==> config.mk <==
export PLATFORM = sky130hd
export DESIGN_NAME = charlieplex_segment_display_top
export DESIGN_NICKNAME = d
export VERILOG_FILES = /design/src/hw/rtl/cse_pkg.sv /design/src/hw/rtl/cse_mask.sv /design/src/hw/rtl/cse_scan.sv /design/src/hw/rtl/charlieplex_segment_display_top.sv
export SDC_FILE = /design/constraint.sdc
export NUM_CORES = 1
export LEC_CHECK = 0
export BUFFER_PORTS_ARGS = -buffer_cell sky130_fd_sc_hd__buf_2
export CORE_ASPECT_RATIO = 2
export CORE_MARGIN = 4
export CORE_UTILIZATION = 55
export CTS_CLUSTER_SIZE = 25
export DETAILED_ROUTE_END_ITERATION = 12
export GPL_ROUTABILITY_DRIVEN = 0
export PLACE_DENSITY = 0.74
export SLEW_MARGIN = 0
export SYNTH_ARGS = -nofsm -noshare
export SYNTH_HDL_FRONTEND = slang
export SYNTH_SLANG_ARGS = --single-unit
export TNS_END_PERCENT = 1
==> constraint.sdc <==
create_clock -name clk -period 17.9 [get_ports clk]
set_clock_uncertainty 0.2 [all_clocks]
set_input_delay 1.79 -clock clk [delete_from_list [all_inputs] [get_ports clk]]
set_output_delay 1.79 -clock clk [all_outputs]
set_load 0.01 [all_outputs]
==> src/hw/rtl/cse_pkg.sv <==
// Shared types, codes and glyph/slot tables for the charlieplexed segment display.
package cse_pkg;

    // Operation codes carried in tuser
    typedef enum logic [1:0] {
        OP_TICK   = 2'd0,
        OP_NUMBER = 2'd1,
        OP_LETTER = 2'd2
    } op_t;

    // Glyph indices beyond the decimal digits
    localparam logic [4:0] GLYPH_A    = 5'd10;
    localparam logic [4:0] GLYPH_B    = 5'd11;
    localparam logic [4:0] GLYPH_F    = 5'd12;
    localparam logic [4:0] GLYPH_M    = 5'd13;
    localparam logic [4:0] GLYPH_E    = 5'd14;
    localparam logic [4:0] GLYPH_U    = 5'd15;
    localparam logic [4:0] GLYPH_DASH = 5'd16;

    localparam int MASK_W     = 31;
    localparam int PINS       = 7;
    localparam int TENS_LSB   = 8;
    localparam int UNITS_LSB  = 15;
    localparam int TENTHS_LSB = 22;
    localparam int POINT_LO   = 5;
    localparam int POINT_HI   = 6;
    localparam int MARK_BIT   = 29;
    localparam int SIGN_BIT   = 30;

    localparam logic [4:0]         HOLD_SLOT  = 5'd31;
    localparam logic signed [10:0] NUM_MAX    = 11'sd999;
    localparam logic signed [10:0] NUM_MIN    = -11'sd999;

    typedef struct packed {
        op_t                op;
        logic signed [10:0] number_tenths;
        logic [4:0]         first_glyph;
        logic [4:0]         second_glyph;
    } item_t;

    typedef struct packed {
        logic [PINS-1:0] level;
        logic [PINS-1:0] oe;
    } drive_t;

    function automatic logic [6:0] first_pos_glyph(input logic [4:0] idx);
        logic [6:0] g;
        unique case (idx)
            5'd0:    g = 7'h3F;
            5'd1:    g = 7'h03;
            5'd2:    g = 7'h6D;
            5'd3:    g = 7'h67;
            5'd4:    g = 7'h53;
            5'd5:    g = 7'h76;
            5'd6:    g = 7'h7E;
            5'd7:    g = 7'h23;
            5'd8:    g = 7'h7F;
            5'd9:    g = 7'h77;
            5'd10:   g = 7'h7B;
            5'd11:   g = 7'h5E;
            5'd12:   g = 7'h78;
            5'd13:   g = 7'h3B;
            5'd14:   g = 7'h7C;
            5'd15:   g = 7'h1F;
            5'd16:   g = 7'h40;
            default: g = 7'h00;
        endcase
        return g;
    endfunction

    function automatic logic [6:0] other_pos_glyph(input logic [4:0] idx);
        logic [6:0] g;
        unique case (idx)
            5'd0:    g = 7'h3F;
            5'd1:    g = 7'h06;
            5'd2:    g = 7'h5B;
            5'd3:    g = 7'h4F;
            5'd4:    g = 7'h66;
            5'd5:    g = 7'h6D;
            5'd6:    g = 7'h7D;
            5'd7:    g = 7'h07;
            5'd8:    g = 7'h7F;
            5'd9:    g = 7'h6F;
            5'd10:   g = 7'h77;
            5'd11:   g = 7'h7C;
            5'd12:   g = 7'h71;
            5'd13:   g = 7'h37;
            5'd14:   g = 7'h79;
            5'd15:   g = 7'h3E;
            5'd16:   g = 7'h40;
            default: g = 7'h00;
        endcase
        return g;
    endfunction

    // Pin that carries the mask bit in a slot
    function automatic logic [2:0] slot_high(input logic [4:0] slot);
        logic [2:0] p;
        unique case (slot)
            5'd0:  p = 3'd5;  5'd1:  p = 3'd6;  5'd2:  p = 3'd5;  5'd3:  p = 3'd6;
            5'd4:  p = 3'd5;  5'd5:  p = 3'd3;  5'd6:  p = 3'd5;  5'd7:  p = 3'd4;
            5'd8:  p = 3'd2;  5'd9:  p = 3'd0;  5'd10: p = 3'd0;  5'd11: p = 3'd3;
            5'd12: p = 3'd0;  5'd13: p = 3'd1;  5'd14: p = 3'd0;  5'd15: p = 3'd2;
            5'd16: p = 3'd3;  5'd17: p = 3'd1;  5'd18: p = 3'd5;  5'd19: p = 3'd4;
            5'd20: p = 3'd1;  5'd21: p = 3'd1;  5'd22: p = 3'd3;  5'd23: p = 3'd4;
            5'd24: p = 3'd4;  5'd25: p = 3'd0;  5'd26: p = 3'd2;  5'd27: p = 3'd2;
            5'd28: p = 3'd2;  5'd29: p = 3'd4;  5'd30: p = 3'd3;
            default: p = 3'd0;
        endcase
        return p;
    endfunction

    // Pin pulled low in a slot
    function automatic logic [2:0] slot_low(input logic [4:0] slot);
        logic [2:0] p;
        unique case (slot)
            5'd0:  p = 3'd6;  5'd1:  p = 3'd5;  5'd2:  p = 3'd4;  5'd3:  p = 3'd4;
            5'd4:  p = 3'd2;  5'd5:  p = 3'd2;  5'd6:  p = 3'd3;  5'd7:  p = 3'd6;
            5'd8:  p = 3'd0;  5'd9:  p = 3'd3;  5'd10: p = 3'd4;  5'd11: p = 3'd0;
            5'd12: p = 3'd1;  5'd13: p = 3'd0;  5'd14: p = 3'd2;  5'd15: p = 3'd1;
            5'd16: p = 3'd1;  5'd17: p = 3'd4;  5'd18: p = 3'd1;  5'd19: p = 3'd1;
            5'd20: p = 3'd2;  5'd21: p = 3'd3;  5'd22: p = 3'd4;  5'd23: p = 3'd2;
            5'd24: p = 3'd3;  5'd25: p = 3'd5;  5'd26: p = 3'd5;  5'd27: p = 3'd3;
            5'd28: p = 3'd4;  5'd29: p = 3'd5;  5'd30: p = 3'd5;
            default: p = 3'd0;
        endcase
        return p;
    endfunction

endpackage

==> src/hw/rtl/cse_mask.sv <==
// Segment mask register and the number / letter-pair renderer that updates it.
module cse_mask (
    input  logic                      clk,
    input  logic                      rst_n,
    input  logic                      fire,
    input  cse_pkg::item_t            item,
    output logic [cse_pkg::MASK_W-1:0] mask
);

    logic [cse_pkg::MASK_W-1:0] mask_reg;
    logic [cse_pkg::MASK_W-1:0] mask_next;
    logic signed [10:0]         v_sat;
    logic                       neg;
    logic [10:0]                v_abs;
    logic [9:0]                 mag;
    logic [3:0]                 tens;
    logic [6:0]                 rem;
    logic [3:0]                 units;
    logic [3:0]                 tenths;
    logic                       pair_ok;
    logic [4:0]                 ga;
    logic [4:0]                 gb;

    // Saturate and split the value into decimal digits by threshold compares
    always_comb
    begin
        if (item.number_tenths > cse_pkg::NUM_MAX)
            v_sat = cse_pkg::NUM_MAX;
        else if (item.number_tenths < cse_pkg::NUM_MIN)
            v_sat = cse_pkg::NUM_MIN;
        else
            v_sat = item.number_tenths;
        neg   = v_sat[10];
        v_abs = neg ? 11'(-v_sat) : 11'(v_sat);
        mag   = v_abs[9:0];

        tens = 4'd0;
        rem  = mag[6:0];
        for (int k = 1; k <= 9; k++)
        begin
            if (mag >= 10'(k * 100))
            begin
                tens = 4'(k);
                rem  = 7'(mag - 10'(k * 100));
            end
        end

        units  = 4'd0;
        tenths = rem[3:0];
        for (int k = 1; k <= 9; k++)
        begin
            if (rem >= 7'(k * 10))
            begin
                units  = 4'(k);
                tenths = 4'(rem - 7'(k * 10));
            end
        end
    end

    always_comb
    begin
        ga = item.first_glyph;
        gb = item.second_glyph;
        pair_ok = (ga == cse_pkg::GLYPH_A && gb == cse_pkg::GLYPH_U) ||
                  (ga == cse_pkg::GLYPH_A && gb == cse_pkg::GLYPH_B) ||
                  (ga == cse_pkg::GLYPH_F && gb == cse_pkg::GLYPH_E) ||
                  (ga == cse_pkg::GLYPH_A && gb == cse_pkg::GLYPH_F) ||
                  (ga == cse_pkg::GLYPH_M && gb == cse_pkg::GLYPH_A) ||
                  (ga == cse_pkg::GLYPH_DASH && gb == cse_pkg::GLYPH_DASH);

        mask_next = mask_reg;
        if (fire && item.op == cse_pkg::OP_NUMBER)
        begin
            mask_next[cse_pkg::SIGN_BIT]        = neg;
            mask_next[cse_pkg::TENS_LSB +: 7]   = cse_pkg::first_pos_glyph({1'b0, tens});
            mask_next[cse_pkg::UNITS_LSB +: 7]  = cse_pkg::other_pos_glyph({1'b0, units});
            mask_next[cse_pkg::TENTHS_LSB +: 7] = cse_pkg::other_pos_glyph({1'b0, tenths});
            mask_next[cse_pkg::MARK_BIT]        = 1'b1;
            mask_next[cse_pkg::POINT_HI]        = 1'b1;
            mask_next[cse_pkg::POINT_LO]        = 1'b1;
        end
        else if (fire && item.op == cse_pkg::OP_LETTER)
        begin
            if (pair_ok)
            begin
                mask_next[cse_pkg::TENS_LSB +: 7]  = cse_pkg::first_pos_glyph(ga);
                mask_next[cse_pkg::UNITS_LSB +: 7] = cse_pkg::other_pos_glyph(gb);
            end
            mask_next[cse_pkg::SIGN_BIT:cse_pkg::TENTHS_LSB] = '0;
            mask_next[cse_pkg::POINT_HI]                     = 1'b0;
            mask_next[cse_pkg::POINT_LO]                     = 1'b0;
        end
    end

    always_ff @(posedge clk or negedge rst_n)
    begin
        if (!rst_n)
            mask_reg <= '0;
        else
            mask_reg <= mask_next;
    end

    assign mask = mask_reg;

    // A letter pair always leaves the third digit, sign and points dark
    assert property (@(posedge clk) disable iff (!rst_n)
        (fire && item.op == cse_pkg::OP_LETTER) |=>
            (mask_reg[cse_pkg::SIGN_BIT:cse_pkg::TENTHS_LSB] == '0) &&
            !mask_reg[cse_pkg::POINT_HI] && !mask_reg[cse_pkg::POINT_LO])
        else $error("letter pair left lower digit or marks lit");

    // Scan ticks never touch the mask
    assert property (@(posedge clk) disable iff (!rst_n)
        (!fire || item.op == cse_pkg::OP_TICK) |=> $stable(mask_reg))
        else $error("mask changed without a render word");

endmodule

==> src/hw/rtl/cse_scan.sv <==
// Slot counter and held pin drive for scanning the mask across the seven pins.
module cse_scan (
    input  logic                       clk,
    input  logic                       rst_n,
    input  logic                       tick,
    input  logic [cse_pkg::MASK_W-1:0] mask,
    output cse_pkg::drive_t            drive_next,
    output logic [4:0]                 slot_next
);

    logic [4:0]      slot_reg;
    cse_pkg::drive_t held_reg;
    logic [2:0]      hi_pin;
    logic [2:0]      lo_pin;
    logic [31:0]     mask_ext;

    always_comb
    begin
        slot_next = slot_reg + 5'd1;
        hi_pin    = cse_pkg::slot_high(slot_next);
        lo_pin    = cse_pkg::slot_low(slot_next);
        mask_ext  = {1'b0, mask};
        if (slot_next == cse_pkg::HOLD_SLOT)
        begin
            drive_next = held_reg;
        end
        else
        begin
            drive_next.oe    = (7'b1 << hi_pin) | (7'b1 << lo_pin);
            drive_next.level = mask_ext[slot_next] ? (7'b1 << hi_pin) : '0;
        end
    end

    always_ff @(posedge clk or negedge rst_n)
    begin
        if (!rst_n)
        begin
            slot_reg       <= '0;
            held_reg.oe    <= '1;
            held_reg.level <= '0;
        end
        else if (tick)
        begin
            slot_reg <= slot_next;
            held_reg <= drive_next;
        end
    end

    // Scan slots drive exactly two pins and only the high pin may go high
    assert property (@(posedge clk) disable iff (!rst_n)
        (tick && slot_next != cse_pkg::HOLD_SLOT) |->
            ($countones(drive_next.oe) == 2) && ((drive_next.level & ~drive_next.oe) == '0))
        else $error("scan slot drive malformed");

    // Hold slot repeats the previous drive
    assert property (@(posedge clk) disable iff (!rst_n)
        (tick && slot_next == cse_pkg::HOLD_SLOT) |-> (drive_next == held_reg))
        else $error("hold slot changed the drive");

    // The counter moves on ticks only
    assert property (@(posedge clk) disable iff (!rst_n)
        !tick |=> $stable(slot_reg))
        else $error("slot counter moved without a tick");

endmodule

==> src/hw/rtl/charlieplex_segment_display_top.sv <==
// Top level of the charlieplexed three-digit seven-segment display driver.
//
// Takes one command word per cycle unless a held tick stalls the input: a scan
// tick, a signed number in tenths (saturated to +/-99.9) or a letter pair, and
// keeps a 31-bit segment mask that it scans over seven charlieplexed pins a..g.
// Each word is held in an input register; from there a single pass of table
// lookups and digit compares updates the mask or the scan state. Only a scan
// tick yields an output word: the pin enables, the pin levels and the slot
// reached, 0..31, where slot 31 repeats the previous drive. Throughput is one
// word per clock while no tick waits for the output. With a free output, a
// tick passes through the input register and then the output register before
// output valid rises. The output and input registers decouple the two sides:
// while an output word waits, one more word is taken in, and number and letter
// words keep draining; a tick waits in the input register for the output to
// free up.
// Reset clears the mask, the slot and any pending output word.
module charlieplex_segment_display_top (
    input  logic        clk,
    input  logic        rst_n,
    input  logic        s_axis_tvalid,
    output logic        s_axis_tready,
    // [10:0] number_tenths (signed), [15:11] first_glyph, [20:16] second_glyph
    input  logic [23:0] s_axis_tdata,
    // [1:0] operation
    input  logic [1:0]  s_axis_tuser,
    output logic        m_axis_tvalid,
    input  logic        m_axis_tready,
    // [6:0] pin_output_enable, [13:7] pin_level, [18:14] scan_slot
    output logic [23:0] m_axis_tdata
);

    logic            in_valid_reg;
    cse_pkg::item_t  in_item_reg;
    logic            out_valid_reg;
    logic [23:0]     out_data_reg;

    logic            in_is_tick;
    logic            out_free;
    logic            in_fire;
    logic            tick_fire;
    logic            s_fire;

    logic [cse_pkg::MASK_W-1:0] mask;
    cse_pkg::drive_t            drive_next;
    logic [4:0]                 slot_next;

    // Retire the held word when it needs no output space or the output frees up
    assign in_is_tick    = (in_item_reg.op == cse_pkg::OP_TICK);
    assign out_free      = !out_valid_reg || m_axis_tready;
    assign in_fire       = in_valid_reg && (!in_is_tick || out_free);
    assign tick_fire     = in_fire && in_is_tick;
    assign s_axis_tready = !in_valid_reg || in_fire;
    assign s_fire        = s_axis_tvalid && s_axis_tready;

    // Capture the input word
    always_ff @(posedge clk or negedge rst_n)
    begin
        if (!rst_n)
            in_valid_reg <= 1'b0;
        else if (s_axis_tready)
            in_valid_reg <= s_axis_tvalid;
    end

    always_ff @(posedge clk)
    begin
        if (s_fire)
        begin
            in_item_reg.op            <= cse_pkg::op_t'(s_axis_tuser);
            in_item_reg.number_tenths <= s_axis_tdata[10:0];
            in_item_reg.first_glyph   <= s_axis_tdata[15:11];
            in_item_reg.second_glyph  <= s_axis_tdata[20:16];
        end
    end

    cse_mask u_mask (
        .clk   (clk),
        .rst_n (rst_n),
        .fire  (in_fire),
        .item  (in_item_reg),
        .mask  (mask)
    );

    cse_scan u_scan (
        .clk        (clk),
        .rst_n      (rst_n),
        .tick       (tick_fire),
        .mask       (mask),
        .drive_next (drive_next),
        .slot_next  (slot_next)
    );

    // Output register: load on a tick, drop once taken
    always_ff @(posedge clk or negedge rst_n)
    begin
        if (!rst_n)
            out_valid_reg <= 1'b0;
        else if (tick_fire)
            out_valid_reg <= 1'b1;
        else if (m_axis_tready)
            out_valid_reg <= 1'b0;
    end

    always_ff @(posedge clk)
    begin
        if (tick_fire)
            out_data_reg <= {5'b0, slot_next, drive_next.level, drive_next.oe};
    end

    assign m_axis_tvalid = out_valid_reg;
    assign m_axis_tdata  = out_data_reg;

    // A tick never overwrites a word that is still waiting
    assert property (@(posedge clk) disable iff (!rst_n)
        tick_fire |-> (!out_valid_reg || m_axis_tready))
        else $error("tick overwrote a pending output word");

    // Render words produce no output word
    assert property (@(posedge clk) disable iff (!rst_n)
        (!tick_fire && (!out_valid_reg || m_axis_tready)) |=> !out_valid_reg)
        else $error("output word appeared without a tick");

endmodule

==> out/results.txt, run 1 <==
NumNets Final: 1,019
Yosys top cell by area: edfxtp_1
Die width: 94.7 µm
Status: completed
Initial drt markers: 489
Vias in the first global route: 7,378
Row cnt: 63
Routed vias: 7,396
Detail Route Antenna Nets: 0
Unique masters post-synth: 107
Final hold slack: 270 ps
Post-CTS Setup Inserts: 0
Peak VDD IR: 0.0664 mV
Top post-synthesis cells by area: edfxtp_1, dfrtp_1, ha_1, nand2_1, dfxtp_1
Minimum clock period: 9870 ps
Syn Std Cell Area: 0.00827 mm²
Most instantiated library cell after synthesis: nand2_1
Clk buf depth: 2
Fmax: 0.101 GHz
Initial antenna violation count: 0
Min-delay worst type: reg2reg
Hold depth: 2
Seq/Total Area, Yosys: 32.1%
I/O Pins: 56
Max stage delay cell, worst path: or4_4
Final Slew Violations: 0
Reg2Reg Depth: 30
Core Box Area: 0.0148 mm²
Post-synth top area share: 15.3%
Setup TNS: 0 ps
WL per Instance: 19.9 µm
Worst Setup SP: in_item_reg[18]
Antenna diodes: 0
Setup ws final: 8030 ps
DRT Pass-1 Iters: 5
HPWL after DPL: 17,200 µm
Multi-input logic area: 0.00518 mm²
Crit. End Element: register
Pleak: 3.59 nW
Clk slew on worst S/H paths: 80 ps
Largest net degree at the start of global routing: 45
CTS Sinks: 100
RSZ-0062 raised after global routing: no
Port bufs: 47
Die span in y: 181 µm
Synth top cells by count: nand2_1, nor2_1, ha_1, a21oi_1, inv_1
#FFs+latches synth: 100
Fraction of registers with async set/reset: 44.0%
Period utilisation layout: 55.1%
Total power: 0.00125 W
Critical Path RT: 17,940 ps
Register Area: 0.00265 mm²
EDFF count, synth: 42
FF-to-FF End: u_mask.mask[28]
Starting density of the core: 55.8%
PD cells: 142 mW/mm²
Crit path kind: reg2reg
Die area: 0.0172 mm²
Worst Path Arrival: 9910 ps
Routed vias/inst: 6.53
# DRC: 0
# setup viols final: 0
Clock root buffer: clkbuf_16
Synth Area per Inst: 9.07 µm²
Hold Violations, Final: 0
Synth warn: 0
Max stage delay on crit path: 600 ps
Top FF cell, synth: edfxtp_1
Setup crit start kind: register
Register-to-register path setup slack: 8030 ps
Pre-CTS setup slack: 8270 ps
Share of layout cells above drive strength 1: 16.6%
Reg-to-reg startpoint: in_item_reg[18]
Synth Instances: 912
Final core occ: 59.6%
Tightest Pin Transition: 1010 ps
Global route overflow: 0
Max-cap viol count: 0
Layout area overhead: 6.83%
CTS H-tree depth: 3
Worst slew margin: 32.6%
Final wirelength: 22,500 µm
CP dominant cell by count: nand2_1
Inserted Clock Buffers: 9
GRT Util Overall: 26.9%
Worst Path Max Fanout: 18
Post-cts sizing count: 0
Hold Path End: u_mask.mask[19]
First-pass GRT wire length: 36,200 µm
Fillers: 1,408
Number of hold buffers added after cts: 0
Clock Latency Late Sink: 350 ps
TritonCTS clock tree: yes
[cell families (layout without fill, tap and decap cells)]
logic type      count (synthesis)  in the layout  synth area share [%]
mux                            57             57                  8.44
fa+ha+maj                      57             57                  8.63
compound gates                260            260                  23.7
other cells                     1              5                0.0454
xor+xnor                       14             14                  1.57
flops                         100            100                  32.1
simple gates                  327            327                  20.1
buf+inv                        96            117                  5.49
[critical path: cells and delay by family, from the launching register on]
family / cells / cell delay [ps]
compound gates: 10 / 3330
simple gates: 12 / 3150
fa+ha+maj: 4 / 1340
buf+inv: 3 / 890
flops: 1 / 520
mux: 1 / 320
[how the worst max path moves through the flow]
stage / endpoint
3_5_place_dp: u_mask.mask[28]
3_3_place_gp: u_mask.mask[28]
5_1_grt: u_mask.mask[28]
4_1_cts: u_mask.mask[28]
6_report: u_mask.mask[28]
2_1_floorplan: u_mask.mask[28]
[cell type report]
type / instances / share of cell area [%]
Multi-Input combinational cell: 720 / 58.7
Sequential cell: 100 / 30.0
Timing Repair Buffer: 53 / 3.17
Tap cell: 195 / 2.76
Clock buffer: 9 / 2.55
Inverter: 48 / 2.07
Clock inverter: 7 / 0.751
[metrics by stage]
step / cell area [µm²] / instances
floorplan: 8280 / 916
global placement: 8540 / 1116
detailed placement: 8540 / 1116
CTS: 8830 / 1132
global route: 8830 / 1132
finish: 8830 / 1132
[per-layer routing]
metal | GRT usage (%) | part of all wire [%] | routed length [µm] | vias to the layer above
met1 | 24.4 | 32 | 7140 | 3533
li1 | - | - | - | 3440
met5 | 0 | 0 | 0 | -
met2 | 52.9 | 58 | 13100 | 311
met4 | 16.6 | 6.3 | 1410 | 0
met3 | 3.52 | 3.8 | 862 | 112
[report_power, final]
part	leakage [nW]	total [W]	internal, W	switching, W
Sequential	1.07	0.000338	0.000304	0.0000345
Combinational	2.38	0.000724	0.000278	0.000446
Clock	0.142	0.000190	0.0000977	0.0000920
[cell usage in the layout (no fill, tap or decap), types with 17 or more instances in the layout]
cell,synthesis,layout
o21ai_0,38,38
nor2_1,68,68
edfxtp_1,42,42
inv_1,43,43
dfrtp_1,37,37
a21oi_1,52,52
o211ai_1,17,17
mux2i_1,27,27
mux2_2,21,21
nor3_1,23,22
ha_1,57,57
nand3_1,22,22
buf_2,13,47
nand2_1,105,105
(Power assumes the default switching activity.)
==> run 2, diff against run 1 <==
==> constraint.sdc (replaced) <==
create_clock -name clk -period 9.9 [get_ports clk]
set_clock_uncertainty 0.2 [all_clocks]
set_input_delay 0.99 -clock clk [delete_from_list [all_inputs] [get_ports clk]]
set_output_delay 0.99 -clock clk [all_outputs]
set_load 0.01 [all_outputs]
==> run 2 against run 1 <==
Compared with the run above:
- power rose by 82%
- combinational power rose by 82%
- die area did not move
- non-clock buffer count rose by 13
- wire length rose by 0.12%
- final area rose by 1.2%
- hold slack got worse by 11 ps
- register-to-register slack got worse by 7100 ps
- first-iteration DRC count fell by 14%
- sequential share of layout area fell by 0.34 points
- core utilization rose by 0.69 points
- critical path depth rose by 2
==> out/results.txt, run 2 (same netlist as run 1, synthesis figures left out) <==
Status: completed
Share of layout cells above drive strength 1: 17.8%
Inserted Clock Buffers: 9
Clk slew on worst S/H paths: 80 ps
NumNets Final: 1,032
Largest net degree at the start of global routing: 45
Worst Path Max Fanout: 12
Die width: 94.7 µm
Max Used Layer: met4
Routed vias/inst: 6.44
Total power: 0.00228 W
FF-to-FF End: u_mask.mask[28]
Global route overflow: 0
First-pass GRT wire length: 35,900 µm
Antenna diodes: 0
Reg-to-reg startpoint: in_item_reg[18]
CTS H-tree depth: 3
Hold Path End: u_mask.mask[16]
Pleak: 3.66 nW
CP bufs+invs: 4
Most frequent cells in the layout: nand2_1, nor2_1, ha_1, a21oi_1, buf_2
Hold depth: 2
CP dominant cell by count: nand2_1
Die span in y: 181 µm
HPWL after DPL: 17,300 µm
Minimum clock period: 8950 ps
Setup crit start kind: register
Max stage delay cell, worst path: or4_4
TritonCTS clock tree: yes
Register-to-register path setup slack: 950 ps
Post-CTS Setup Inserts: 0
Number of hold buffers added after cts: 0
Routed vias: 7,379
CTS Sinks: 100
# setup viols final: 0
I/O Pins: 56
Most common cell after layout, fill and taps aside: nand2_1
Reg2Reg Depth: 32
Worst slew margin: 32.0%
Port bufs: 47
Max-cap viol count: 0
PD cells: 255 mW/mm²
Initial antenna violation count: 0
Final Slew Violations: 0
WL per Instance: 19.7 µm
Crit. End Element: register
DRT Pass-1 Iters: 7
Worst Path Arrival: 8990 ps
# DRC: 0
Max stage delay on crit path: 600 ps
Fmax: 0.112 GHz
Row cnt: 63
Period utilisation layout: 90.4%
Final wirelength: 22,500 µm
Detail Route Antenna Nets: 0
Clock Latency Late Sink: 350 ps
Initial drt markers: 422
Setup TNS: 0 ps
Crit path max-delay family: simple AND/OR/NAND/NOR gates
Core Box Area: 0.0148 mm²
WL met2: 12,700 µm
Wire length on met3: 832 µm
Fillers: 1,362
Die area: 0.0172 mm²
Tightest Pin Transition: 1020 ps
Hold Violations, Final: 0
Clock root buffer: clkbuf_16
Starting density of the core: 55.8%
RSZ-0062 raised after global routing: no
Met1 wire length: 7300 µm
GRT Util Overall: 26.6%
Clk buf depth: 2
Layout area overhead: 8.07%
Crit path kind: reg2reg
Critical Path RT: 9930 ps
Post-cts sizing count: 0
Min-delay worst type: reg2reg
Vias in the first global route: 7,330
Peak VDD IR: 0.142 mV
## run 2: cell count changes in the layout (fill, tap and decap cells not counted)
cell	before	now
buf_4	6	19
clkinv_4	0	1
clkinv_8	1	2
inv_6	3	2
inv_8	1	0
## run 2: metal layers
layer,vias up,global-route usage [%]
met2,301,51.2
li1,3465,-
met3,123,3.07
met5,-,0
met4,0,17.8
met1,3490,24.9
## run 2: final cells by class
cell class	instances	area [µm²]	area share, %
sequential	100	2650	29.7
timing repair buffer	66	378	4.23
multi-input combinational	720	5180	58.0
clock buffer	9	225	2.52
clock inverter	7	71.3	0.798
inverter	48	183	2.04
tap	195	244	2.73
## run 2: worst register-to-register path: cells and delay by family, from the launching register on
family	cells	cell delay, ps
AOI/OAI and AO/OA	11	3050
DFF	1	510
buffers and inverters	4	580
and+or+nand+nor	12	3200
adders and majority gates	4	1030
muxes	1	300
## run 2: metrics by stage
stage	setup slack [ps]	util (%)	hold slack, ps	cells	area, µm²
2_1_floorplan	2070	-	229	916	8280
3_3_place_gp	1310	58.3	247	1129	8640
3_5_place_dp	1220	58.3	246	1129	8640
4_1_cts	1190	60.3	258	1145	8930
5_1_grt	517	60.3	288	1145	8930
6_report	948	60.3	258	1145	8930
## run 2: worst max path at each step
| stage | startpoint | endpoint | slack [ps] | cells past startpoint |
|---|---|---|---|---|
| floorplan | in_item_reg[18] | u_mask.mask[28] | 2070 | 38 |
| global placement | in_item_reg[18] | u_mask.mask[28] | 1310 | 32 |
| detailed placement | in_item_reg[18] | u_mask.mask[28] | 1220 | 32 |
| CTS | in_item_reg[18] | u_mask.mask[28] | 1190 | 32 |
| global route | in_item_reg[18] | u_mask.mask[28] | 520 | 32 |
| finish | in_item_reg[18] | u_mask.mask[28] | 950 | 32 |
## run 2: power by group
group / total [W] / internal (W) / switching (W)
clock: 0.000345 / 0.000177 / 0.000169
combinational: 0.00132 / 0.000515 / 0.000809
sequential: 0.000611 / 0.000549 / 0.0000619
==> run 3, diff against run 2 <==
--- a/config.mk
+++ b/config.mk
@@ -8,11 +8,11 @@
 export BUFFER_PORTS_ARGS = -buffer_cell sky130_fd_sc_hd__buf_2
 export CORE_ASPECT_RATIO = 2
 export CORE_MARGIN = 4
-export CORE_UTILIZATION = 55
+export CORE_UTILIZATION = 62
 export CTS_CLUSTER_SIZE = 25
 export DETAILED_ROUTE_END_ITERATION = 12
 export GPL_ROUTABILITY_DRIVEN = 0
-export PLACE_DENSITY = 0.74
+export PLACE_DENSITY = 0.81
 export SLEW_MARGIN = 0
 export SYNTH_ARGS = -nofsm -noshare
 export SYNTH_HDL_FRONTEND = slang
==> run 3 against run 2 <==
Compared with the run above:
- via count is 0.20% higher
- global-route usage up 2.9 points
- largest cell class unchanged
- highest routed layer unchanged
- combinational power is essentially flat
- critical path type unchanged
==> out/results.txt, run 3 (same netlist as run 1, synthesis figures left out) <==
Critical Path RT: 9940 ps
Inserted Clock Buffers: 9
Peak VDD IR: 0.107 mV
Layout area overhead: 7.20%
Most frequent cells in the layout: nand2_1, nor2_1, ha_1, a21oi_1, buf_2
NumNets Final: 1,027
Crit path max-delay family: compound AO/OA/AOI/OAI gates
Fmax: 0.112 GHz
Number of hold buffers added after cts: 0
Max stage delay cell, worst path: or4_4
Hold Violations, Final: 0
Vias in the first global route: 7,299
Crit path kind: reg2reg
Post-cts sizing count: 0
Global route overflow: 0
# DRC: 0
Worst Path Max Fanout: 18
Port bufs: 47
Core Box Area: 0.0131 mm²
Minimum clock period: 8960 ps
Die area: 0.0154 mm²
Detail Route Antenna Nets: 0
HPWL after DPL: 16,900 µm
Initial antenna violation count: 0
Fillers: 1,073
Worst Path Arrival: 8990 ps
Clock Latency Late Sink: 350 ps
Clock root buffer: clkbuf_16
Max-cap viol count: 0
Pleak: 3.64 nW
Row cnt: 59
Post-CTS Setup Inserts: 0
Period utilisation layout: 90.5%
Antenna diodes: 0
TritonCTS clock tree: yes
Starting density of the core: 63.3%
Clk buf depth: 2
Pre-CTS setup slack: 1250 ps
Status: completed
# setup viols final: 0
Routed vias/inst: 6.74
CP bufs+invs: 5
RSZ-0062 raised after global routing: no
PD cells: 257 mW/mm²
Setup crit start kind: register
CTS H-tree depth: 3
Worst slew margin: 24.3%
DRT Pass-1 Iters: 5
CP dominant cell by count: ha_1
Tightest Pin Transition: 1130 ps
Final wirelength: 22,300 µm
Die span in y: 171 µm
CTS Sinks: 100
Routed vias: 7,394
Crit. End Element: register
I/O Pins: 56
Initial drt markers: 480
First-pass GRT wire length: 35,100 µm
Min-delay worst type: reg2reg
Final Slew Violations: 0
Die width: 89.7 µm
Setup ws final: 941 ps
Post-route insts no fill: 1,097
Max stage delay on crit path: 590 ps
Setup TNS: 0 ps
Clk slew on worst S/H paths: 80 ps
GRT Util Overall: 29.5%
Total power: 0.00228 W
Most common cell after layout, fill and taps aside: nand2_1
Share of layout cells above drive strength 1: 17.4%
Placed Cells: 1,081
Largest net degree at the start of global routing: 45
WL per Instance: 20.3 µm
[run 3: cell types whose count changed in the layout (fill, tap and decap cells not counted), sizes merged]
cell | previous run | this run
buf | 66 | 61
clkinvlp | 1 | 0
clkinv | 5 | 6
[run 3: tightest hold or removal path, stage by stage, from the launching register on]
cell and delay, ps:
dfxtp_1 300, nand2_1 60, a31oi_1 70
[run 3: power by group]
group	total [W]	switching (W)	internal [W]
Combinational	0.00131	0.000805	0.000507
Clock	0.000357	0.000176	0.000181
Sequential	0.000613	0.0000637	0.000549
Total	0.00228	0.00104	0.00124
[run 3: cell type report]
type | instances | area (µm²) | area share, %
clock buffers | 9 | 225 | 2.54
repair buffers | 61 | 340 | 3.84
clock inverters | 7 | 91.3 | 1.03
multi-input cells | 720 | 5180 | 58.5
inverters | 48 | 183 | 2.06
flip-flops and latches | 100 | 2650 | 29.9
well taps | 152 | 190 | 2.15
[run 3: layer usage]
layer / GRT usage [%] / part of all wire [%]
met1: 27.2 / 33
met2: 56.6 / 57
met3: 3.07 / 3.5
met4: 20.3 / 6.9
met5: 0 / 0
[run 3: worst paths after layout]
kind	startpoint	endpoint	slack, ps	depth (start not counted)
worst max register to register	in_item_reg[18]	u_mask.mask[28]	940	33
worst min register to register	register	u_mask.mask[16]	280	2
worst min-delay path	register	u_mask.mask[16]	280	2
max in group asynchronous	rst_n	u_scan.held_reg[6]	8580	2
worst max-delay path	in_item_reg[18]	u_mask.mask[28]	940	33
min in group asynchronous	rst_n	u_scan.slot_reg[4]	500	2
[run 3: stage by stage]
step / hold slack [ps] / area (µm²) / util, %
CTS: 289 / 8860 / 67.8
global route: 306 / 8860 / 67.8
finish: 277 / 8860 / 67.8
global placement: 273 / 8550 / 65.4
detailed placement: 277 / 8550 / 65.4
floorplan: 229 / 8280 / -
